==> config.mk <==
export PLATFORM = sky130hd
export DESIGN_NAME = owik_div_step
export DESIGN_NICKNAME = d
export VERILOG_FILES = /design/src/rtl/core/owik_pkg.sv /design/src/rtl/core/owik_div_step.sv
export SDC_FILE = /design/constraint.sdc
export NUM_CORES = 1
export LEC_CHECK = 0
export CAP_MARGIN = 5
export CORE_AREA = 2 2 281 283
export DETAILED_ROUTE_END_ITERATION = 6
export DIE_AREA = 0 0 283 285
export DONT_BUFFER_PORTS = 1
export GPL_TIMING_DRIVEN = 0
export SYNTH_ARGS = -nofsm -noshare
export SYNTH_HDL_FRONTEND = slang
export SYNTH_SLANG_ARGS = --single-unit
export TNS_END_PERCENT = 50
==> constraint.sdc <==
create_clock -name clk -period 3.18 [get_ports clk]
set_clock_uncertainty 0.2 [all_clocks]
set_input_delay 0.159 -clock clk [delete_from_list [all_inputs] [get_ports clk]]
set_output_delay 0.159 -clock clk [all_outputs]
set_load 0.005 [all_outputs]
==> src/rtl/core/owik_pkg.sv <==
// Shared types and constants for the omni wheel inverse kinematics pipeline.
// No dependencies; every other file refers to this package by scoped names.
package owik_pkg;

  localparam int VEL_W   = 16;  // Q8.8 velocity fields
  localparam int CFG_W   = 16;  // widest configuration register
  localparam int LIM_W   = 15;  // speed limit register
  localparam int PRD_W   = 33;  // velocity times constant / distance
  localparam int A_W     = 41;  // per-wheel sum, 24 fraction bits
  localparam int P_W     = 57;  // sum times inverse radius, 32 fraction bits
  localparam int FRAC_SH = 24;
  localparam int MAG_W   = 32;  // raw wheel speed magnitude
  localparam int NUM_W   = MAG_W + LIM_W;
  localparam int Q_W     = LIM_W;            // scaled quotient never exceeds the limit
  localparam int D_W     = MAG_W + Q_W - 1;  // divisor aligned to the top quotient bit
  localparam int NWHEEL  = 4;
  localparam int IDX_W   = 2;

  localparam logic [15:0] SIN45_Q16 = 16'd46341;

  // Wheel i takes -x when NEG_X[i], -y when NEG_Y[i]
  localparam logic [NWHEEL-1:0] NEG_X = 4'b0011;
  localparam logic [NWHEEL-1:0] NEG_Y = 4'b0110;

  localparam logic [IDX_W-1:0] REG_INV_RADIUS = 2'd0;
  localparam logic [IDX_W-1:0] REG_WHEEL_DIST = 2'd1;
  localparam logic [IDX_W-1:0] REG_MAX_SPEED  = 2'd2;

  localparam logic [CFG_W-1:0] RST_INV_RADIUS = 16'd5120;
  localparam logic [CFG_W-1:0] RST_WHEEL_DIST = 16'd51;
  localparam logic [LIM_W-1:0] RST_MAX_SPEED  = 15'd2560;

  typedef struct packed {
    logic signed [VEL_W-1:0] x_velocity;
    logic signed [VEL_W-1:0] y_velocity;
    logic signed [VEL_W-1:0] angular_velocity;
  } in_item_t;

  typedef struct packed {
    logic signed [VEL_W-1:0] speed_wheel_one;
    logic signed [VEL_W-1:0] speed_wheel_two;
    logic signed [VEL_W-1:0] speed_wheel_three;
    logic signed [VEL_W-1:0] speed_wheel_four;
    logic                    was_scaled;
  } out_item_t;

  typedef struct packed {
    logic [CFG_W-1:0] inv_wheel_radius;
    logic [CFG_W-1:0] wheel_distance;
    logic [LIM_W-1:0] max_wheel_speed;
  } cfg_t;

  typedef struct packed {
    logic                         valid;
    logic [NWHEEL-1:0]            neg;
    logic [NWHEEL-1:0][MAG_W-1:0] mag;
  } kin_t;

  typedef struct packed {
    logic                         valid;
    logic                         scaled;
    logic [NWHEEL-1:0]            neg;
    logic [NWHEEL-1:0][VEL_W-1:0] raw;
    logic [NWHEEL-1:0][NUM_W-1:0] rem;
    logic [NWHEEL-1:0][Q_W-1:0]   quo;
    logic [D_W-1:0]               div;
  } div_t;

endpackage

==> src/rtl/core/owik_div_step.sv <==
// One registered restoring-division step, four wheels side by side; the
// aligned divisor moves one bit right per step. Uses owik_pkg.
module owik_div_step (
  input  logic           clk,
  input  logic           rst_n,
  input  logic           en,
  input  owik_pkg::div_t d_i,
  output owik_pkg::div_t d_o
);

  owik_pkg::div_t d_r, d_nxt;

  always_comb begin
    logic [owik_pkg::NUM_W-1:0] dv;
    d_nxt = d_i;
    dv    = owik_pkg::NUM_W'(d_i.div);
    for (int i = 0; i < owik_pkg::NWHEEL; i++) begin
      if (d_i.rem[i] >= dv) begin
        d_nxt.rem[i] = d_i.rem[i] - dv;
        d_nxt.quo[i] = {d_i.quo[i][owik_pkg::Q_W-2:0], 1'b1};
      end else begin
        d_nxt.quo[i] = {d_i.quo[i][owik_pkg::Q_W-2:0], 1'b0};
      end
    end
    d_nxt.div = d_i.div >> 1;
  end

  always_ff @(posedge clk) begin
    if (!rst_n) begin
      d_r.valid <= 1'b0;
    end else if (en) begin
      d_r.valid <= d_i.valid;
    end
    if (en) begin
      d_r.scaled <= d_nxt.scaled;
      d_r.neg    <= d_nxt.neg;
      d_r.raw    <= d_nxt.raw;
      d_r.rem    <= d_nxt.rem;
      d_r.quo    <= d_nxt.quo;
      d_r.div    <= d_nxt.div;
    end
  end

  assign d_o = d_r;

endmodule
==> flow_summary.json, run 1 <==
{
  "synth_edf_count": 362,
  "p_leak_uw": 0.0130,
  "ys_warn_count": 0,
  "dieWidth_microns": 283,
  "timing.rr.start": "d_o[363]",
  "drive_above_1_share": 0.170,
  "drtIter0Drc": 1423,
  "tritoncts": "done",
  "synth.net_count": 2790,
  "largest_reg_flops": 363,
  "drv_slew": 263,
  "finalCritPeriodShare": 1.02,
  "path_buf_inv": 3,
  "r2r_slack_ns": 1.79,
  "pin_count": 731,
  "grtUsageMet1": 0.288,
  "tightest_slew_ns": 2.52,
  "hold_slack_ns": -0.429,
  "dp_hpwl_mm": 83.4,
  "max-vdd-ir-drop_uv": 345,
  "min_from": "d_i[264]",
  "synth-main-ff-cell": "edfxtp_1",
  "final_antenna_net_count": 0,
  "synth_top_area_frac": 0.458,
  "synth_top_area_cell": "edfxtp_1",
  "initial_core_util": 0.304,
  "die_y_microns": 285,
  "routed-via-count": 20900,
  "cts_inserted_buffers": 44,
  "ys_seq_area_frac": 0.459,
  "antenna_found_initial": 12,
  "synth-seq-cells": 363,
  "cpMaxStageDelayCell": "a2111oi_4",
  "clk_path_buf_depth": 3,
  "rsz0062_at_grt": "yes",
  "crit_start": "d_i[9]",
  "synthesis.instances": 2235,
  "drcViolationCount": 0,
  "async_flop_share": 0,
  "final_core_util": 0.429,
  "first_global_vias": 21000,
  "cp-end-kind": "flop",
  "clockRootBuffer": "clkbuf_16",
  "die_area_sq_mm": 0.0807,
  "crit_chain": "clkinvlp_4 > ha_4 > nand2_2 > o21ai_4 > a21oi_2 > o21a_2 > a2111oi_4 > o2111ai_2 > a31oi_4 > a31oi_4 > o21ai_4 > buf_12 > buf_12 > mux2_4",
  "period_minus_slack_ns": 3.26,
  "hold_violations": 109,
  "cp-start-kind": "input pin",
  "coreArea_sq_mm": 0.0780,
  "hold_path_class": "in -> reg",
  "met3_usage": 0.0730,
  "routabilityCongestion": 0.951,
  "path_max_fanout": 6,
  "nets": 3390,
  "clkLatencyLatePin_ns": 0.58,
  "finalSetupViolCount": 59,
  "grt_max_degree": 364,
  "cp_data_required_time_ns": 3.30,
  "grt.total_usage": 0.261,
  "routed_via_density": 5.31,
  "slowest_delay_ns": 0.48,
  "critPathTopFamily": "compound AO/OA/AOI/OAI gates",
  "synth_cell_types": 90,
  "p_per_area_mw_per_mm2": 488,
  "layout_setup_ws_ns": -0.0767,
  "htree_num_levels": 2,
  "path_class": "in -> reg",
  "yosys-top-cells-area": "edfxtp_1 46%, ha_1 9.7%, a21oi_1 5.2%, xnor2_1 3.7%, a21o_1 3.4%",
  "cts_sinks": 363,
  "busiest_layer": "met2",
  "use_met2": 0.473,
  "grt_pass1_wl_mm": 152,
  "drt_wl_total_mm": 111,
  "port_buffers": 0,
  "clock.fmax_ghz": 0.307,
  "wl_per_cell_microns": 28.3,
  "syn-cell-area_sq_mm": 0.0237,
  "fp-row-count": 103,
  "dr.pass1.iters": 5,
  "maxSlewHeadroom": -0.678,
  "status": "complete, but fails checks",
  "violations": "negative hold slack, max-slew violations, negative setup slack",
  "critical_path_arrival_ns": 3.38,
  "syn_avg_cell_area_sq_um": 10.6,
  "grt_overflow": 0,
  "synthToLayoutAreaGrowth_pct": 41.1,
  "maxCapViolCount": 0,
  "clk_pin_slew_ns": 0.06
}
[cell families after synthesis]
| group | share of synthesized area |
|---|---|
| multiplexers | 0.0428 |
| XOR/XNOR | 0.0616 |
| adder cells (fa/ha/maj) | 0.100 |
| buffers and inverters | 0.0385 |
| AO/OA/AOI/OAI | 0.189 |
| other | 0.000158 |
| AND/OR/NAND/NOR | 0.109 |
| flip-flops | 0.459 |
[synthesized netlist by cell type, drive strengths merged, types with 16 or more instances]
| cell | number |
|---|---|
| edfxtp | 362 |
| a21oi | 248 |
| ha | 184 |
| nand2 | 180 |
| nor2 | 167 |
| o21ai | 132 |
| a21o | 106 |
| inv | 105 |
| xnor2 | 100 |
| mux2 | 74 |
| xor2 | 67 |
| nand4 | 52 |
| clkbuf | 51 |
| o21bai | 42 |
| buf | 37 |
| nor3 | 32 |
| a31oi | 30 |
| nand3 | 30 |
| o21a | 20 |
| nand2b | 19 |
| nor2b | 17 |
| and3 | 16 |
[stage by stage]
step | setup WS, ns | TNS [ns] | cell area, sq um | instances | power (uW)
final | -0.0767 | -1.51 | 33500 | 3928 | 16300
after global routing | -0.146 | -10.46 | 33500 | 3923 | 17000
after CTS | -0.140 | -9.32 | 32200 | 3856 | 16200
after detailed placement | -1.43 | -227.97 | 25100 | 3285 | 9900
after global placement | -1.41 | -225.79 | 25100 | 3285 | 9910
after floorplan | -0.209 | -11.04 | 23800 | 2235 | 8740
[layer usage]
metal | routed length (microns) | share of wire
met2 | 55700 | 0.50
met3 | 9000 | 0.081
met1 | 41100 | 0.37
met5 | 26 | 0.00023
met4 | 5290 | 0.048
[worst paths after layout]
path	endpoint	depth (start not counted)
worst max-delay path	d_o[176]	14
worst min-delay path	d_o[264]	2
worst max register to register	d_o[363]	3
worst min register to register	d_o[363]	3
[layout make-up]
class                   instances  area (sq um)
fillers                      7325         44500
well taps                    1050          1310
clock buffers                  46          1130
repair buffers                559          5570
plain buffers                  83           629
multi-input cells            1679         13000
clock inverters                34           413
flip-flops and latches        363         10900
inverters                     105           475
diodes                          9          22.5
[cells in the final DEF, fill, tap and decap left out, drive strengths merged, types with 32 or more instances in the layout]
| cell type | instances |
|---|---|
| buf | 131 |
| dlygate4sd3 | 461 |
| xnor2 | 100 |
| xor2 | 67 |
| a21oi | 248 |
| nor2 | 167 |
| o21bai | 42 |
| nor3 | 32 |
| inv | 93 |
| edfxtp | 362 |
| ha | 184 |
| o21ai | 132 |
| clkbuf | 94 |
| a21o | 106 |
| mux2 | 74 |
| nand2 | 180 |
| nand4 | 52 |
[power by group]
part	switching [uW]	total, uW	internal, uW
combinational	2280	4290	2010
sequential	526	6580	6050
clock	2320	5460	3140
[what timing repair did]
item	CTS	global route
gates resized for setup	127	149
hold buffers	438	25
pin swaps	29	45
hold endpoints to repair	722	436
buffers inserted	52	40
cloned	3	1
setup endpoints to repair	191	191
(Power assumes the default switching activity.)
==> run 2: changes to the inputs <==
CORE_AREA = 2 2 284 286   (was 2 2 281 283)
DIE_AREA = 0 0 286 288   (was 0 0 283 285)
clock period = 3.75 ns   (was 3.18 ns; I/O delays follow)
==> flow_summary.json, run 2 (synthesis results as in run 1) <==
{
  "status": "complete, but fails checks",
  "violations": "negative hold slack, max-slew violations",
  "critPathTopFamily": "simple AND/OR/NAND/NOR gates",
  "use_met2": 0.466,
  "final_cells": 3795,
  "period_minus_slack_ns": 3.73,
  "drtIter0Drc": 1433,
  "dpl.cell_count": 3295,
  "cpMaxStageDelayCell": "dlygate4sd3_1",
  "busiest_layer": "met2",
  "die_y_microns": 288,
  "routed-via-count": 20200,
  "reg2reg_depth": 3,
  "routabilityCongestion": 0.929,
  "drv_slew": 61,
  "tightest_slew_ns": 1.55,
  "drt_wl_total_mm": 111,
  "grt_overflow": 0,
  "r2r_end": "d_o[363]",
  "p_leak_uw": 0.0121,
  "pin_count": 731,
  "slowest_delay_ns": 0.59,
  "seq_area_sq_mm": 0.0109,
  "cts_inserted_buffers": 46,
  "timing.rr.start": "d_o[363]",
  "final_common_cell": "dlygate4sd3_1",
  "cp_data_required_time_ns": 3.86,
  "grtUsageMet1": 0.271,
  "hold_path_class": "in -> reg",
  "routed_via_density": 5.32,
  "holdPathEnd": "d_o[258]",
  "final_cell_mix": "389 x dlygate4sd3_1, 362 x edfxtp_1, 239 x a21oi_1",
  "cp-end-kind": "flop",
  "htree_num_levels": 2,
  "finalCritPeriodShare": 0.994,
  "min_path_cells": 0,
  "p_per_area_mw_per_mm2": 436,
  "dr.pass1.iters": 5,
  "clockRootBuffer": "clkbuf_16",
  "totalNegativeSetupSlack_ns": 0,
  "layout_setup_ws_ns": 0.0216,
  "cp-start-kind": "input pin",
  "tritoncts": "done",
  "hold_slack_ns": -0.486,
  "dieWidth_microns": 286,
  "clk_pin_slew_ns": 0.06,
  "largest_reg_flops": 363,
  "synthToLayoutAreaGrowth_pct": 30.1,
  "fp-row-count": 104,
  "port_buffers": 0,
  "wl_per_cell_microns": 29.3,
  "min_from": "en",
  "clk_path_buf_depth": 3,
  "final_core_util": 0.388,
  "total_power_uw": 13500,
  "drive_above_1_share": 0.0984,
  "grt.total_usage": 0.255,
  "nets": 3243,
  "die_area_sq_mm": 0.0824,
  "maxCapViolCount": 0,
  "finalSetupViolCount": 0,
  "maxSlewHeadroom": -0.0322,
  "pre_cts_ws_ns": -1.00,
  "grt_pass1_wl_mm": 150,
  "clkLatencyLatePin_ns": 0.57,
  "fill_cells": 7744,
  "dp_hpwl_mm": 86.6,
  "critical_path_arrival_ns": 3.84,
  "hold_violations": 84,
  "path_max_fanout": 10,
  "coreArea_sq_mm": 0.0796,
  "max-vdd-ir-drop_uv": 341,
  "drcViolationCount": 0,
  "path_class": "in -> reg",
  "path_buf_inv": 4,
  "multi_input_area_sq_mm": 0.0121,
  "grt_max_degree": 364,
  "clock.fmax_ghz": 0.268,
  "antenna_found_initial": 16,
  "crit_chain": "dlygate4sd3_1 > ha_1 > clkbuf_1 > nand4_1 > nor4_1 > nand3_1 > nor2_1 > a2111oi_2 > o41ai_4 > buf_4 > buf_6 > mux2_1",
  "first_global_vias": 20300,
  "met3_usage": 0.0699,
  "initial_core_util": 0.298,
  "cts_sinks": 363,
  "final_antenna_net_count": 0,
  "r2r_slack_ns": 2.36
}
run 2: layout make-up:
cell class | count | area share
Clock inverter | 26 | 0.0109
Timing Repair Buffer | 405 | 0.131
Multi-Input combinational cell | 1679 | 0.392
Clock buffer | 57 | 0.0393
Sequential cell | 363 | 0.353
Inverter | 105 | 0.0130
Tap cell | 1060 | 0.0429
Antenna cell | 12 | 0.000972
Buffer | 88 | 0.0177
run 2: worst max-delay path by stage:
| stage | slack [ns] | startpoint | cells past startpoint | end |
|---|---|---|---|---|
| floorplan | 0.26 | d_i[1] | 12 | d_o[248] |
| global placement | -1.01 | d_i[1] | 12 | d_o[267] |
| detailed placement | -1.00 | d_i[1] | 12 | d_o[274] |
| CTS | -0.06 | d_i[1] | 12 | d_o[293] |
| global route | -0.006 | d_i[4] | 15 | d_o[111] |
| finish | 0.02 | d_i[232] | 12 | d_o[244] |
run 2: where the power goes:
group	switching [uW]	internal, uW	total, uW
clock network	1910	2740	4650
logic	1800	1430	3230
registers	466	5130	5590
total	4180	9290	13500
run 2: routing by layer:
layer	share of wire	wire length, microns
met1	0.36	40200
met2	0.51	56600
met3	0.078	8700
met4	0.050	5560
met5	0.00025	28
run 2: per-stage QoR:
stage / area (sq um) / hold slack (ns)
floorplan: 23700 / 0.0864
global placement: 25100 / 0.0864
detailed placement: 25100 / 0.0864
CTS: 30400 / -0.510
global route: 30900 / -0.514
finish: 30900 / -0.486
run 2: timing repair:
| item | 4_1_cts | 5_1_grt |
|---|---|---|
| hold endpoints to repair | 722 | 396 |
| setup buffers | 2 | 14 |
| gates resized for setup | 16 | 35 |
| pin swaps | 4 | 11 |
| endpoints found under the setup margin | 175 | 177 |
| hold buffers | 371 | 18 |
==> run 3: changes to the inputs <==
CELL_PAD_IN_SITES_DETAIL_PLACEMENT = 1   (was unset)
CELL_PAD_IN_SITES_GLOBAL_PLACEMENT = 1   (was unset)
CORE_AREA = 2 2 288 290   (was 2 2 284 286)
DIE_AREA = 0 0 290 292   (was 0 0 286 288)
PLACE_DENSITY_LB_ADDON = 0.1   (was unset)
==> flow_summary.json, run 3 (synthesis results as in run 1) <==
{
  "finalCritPeriodShare": 0.969,
  "hold_slack_ns": -0.481,
  "totalNegativeSetupSlack_ns": 0,
  "cts_inserted_buffers": 44,
  "min_path_cells": 0,
  "reg2reg_depth": 3,
  "violations": "negative hold slack, max-slew violations",
  "clk_path_buf_depth": 3,
  "pre_cts_ws_ns": -1.02,
  "clock.fmax_ghz": 0.275,
  "die_y_microns": 292,
  "final_cell_mix": "397 x dlygate4sd3_1, 362 x edfxtp_1, 239 x a21oi_1",
  "hold_path_class": "in -> reg",
  "routed_via_density": 5.16,
  "drcViolationCount": 0,
  "maxCapViolCount": 0,
  "finalSetupViolCount": 0,
  "final_antenna_net_count": 0,
  "first_global_vias": 21200,
  "critical_path_arrival_ns": 3.75,
  "drive_above_1_share": 0.0923,
  "antenna_found_initial": 7,
  "tritoncts": "done",
  "synthToLayoutAreaGrowth_pct": 29.3,
  "clk_pin_slew_ns": 0.07,
  "clockRootBuffer": "clkbuf_16",
  "cts_sinks": 363,
  "grt_max_degree": 364,
  "r2r_slack_ns": 2.24,
  "cp-end-kind": "flop",
  "pin_count": 731,
  "grt_pass1_wl_mm": 149,
  "wl_per_cell_microns": 27.6,
  "p_per_area_mw_per_mm2": 422,
  "layout_setup_ws_ns": 0.117,
  "tightest_slew_ns": 2.58,
  "largest_reg_flops": 363,
  "fill_cells": 9028,
  "fp-row-count": 105,
  "grt_overflow": 0,
  "final_core_util": 0.376,
  "max-vdd-ir-drop_uv": 310,
  "coreArea_sq_mm": 0.0816,
  "drtIter0Drc": 932,
  "routed-via-count": 19600,
  "routabilityCongestion": 0.854,
  "path_class": "in -> reg",
  "clkLatencyLatePin_ns": 0.57,
  "cp-start-kind": "input pin",
  "initial_core_util": 0.291,
  "cp_data_required_time_ns": 3.87,
  "maxSlewHeadroom": -0.718,
  "drt_wl_total_mm": 105,
  "hold_violations": 82,
  "die_area_sq_mm": 0.0847,
  "nets": 3243,
  "port_buffers": 0,
  "dieWidth_microns": 290,
  "grt.total_usage": 0.239,
  "htree_num_levels": 2,
  "p_leak_uw": 0.0120,
  "final_common_cell": "dlygate4sd3_1",
  "drv_slew": 255,
  "dr.pass1.iters": 5,
  "status": "complete, but fails checks",
  "period_minus_slack_ns": 3.63,
  "dp_hpwl_mm": 80.5,
  "path_max_fanout": 10
}
## run 3: through the flow
stage / power [uW] / instances / area [sq um]
6_report: 12900 / 3799 / 30700
3_3_place_gp: 8350 / 3305 / 25100
2_1_floorplan: 7400 / 2235 / 23700
3_5_place_dp: 8360 / 3306 / 25100
5_1_grt: 13600 / 3794 / 30700
4_1_cts: 13000 / 3768 / 30400
## run 3: path summary, 6_finish.rpt
check / startpoint / end
setup / recovery: d_i[2] / d_o[169]
hold / removal: en / d_o[91]
setup reg to reg: d_o[363] / d_o[363]
hold reg to reg: d_o[363] / d_o[363]
## run 3: cell type report
cell class / count / area [sq um] / share of cell area
flip-flops and latches: 363 / 10900 / 0.355
inverters: 105 / 402 / 0.0131
plain buffers: 88 / 527 / 0.0172
repair buffers: 407 / 4060 / 0.132
well taps: 1070 / 1340 / 0.0436
clock inverters: 28 / 241 / 0.00787
diodes: 10 / 25.0 / 0.000815
clock buffers: 49 / 1140 / 0.0371
multi-input cells: 1679 / 12100 / 0.393
## run 3: critical path, cell delays in order
cell and delay [ns]:
inv_1 0.37, ha_2 0.33, o21a_1 0.16, o31ai_2 0.12
a21oi_4 0.24, nand4_2 0.22, a2111oi_4 0.45, o2111ai_2 0.22
a31oi_4 0.29, a31oi_4 0.17, o21ai_2 0.21, buf_6 0.25
buf_12 0.19, mux2_4 0.30
## run 3: what timing repair did
item | CTS | global route
pin swaps | 1 | 5
resized for setup | 10 | 23
hold buffers | 381 | 16
buffers inserted | 4 | 5
setup endpoints to repair | 135 | 139
hold endpoints to repair | 722 | 401
## run 3: metal layers
metal	vias up	routed length, microns	GRT usage
met5	-	11	0
met4	2	1720	0.0443
met3	77	5950	0.0585
met2	505	54100	0.442
met1	9733	42900	0.280
li1	9275	-	-
## run 3: where the power goes
group          switching (uW)  total (uW)  leakage, uW  internal (uW)
registers                 368        5500      0.00355           5130
logic                    1800        3230      0.00781           1430
clock network            1870        4210     0.000674           2350
total                    4040       12900       0.0120           8900
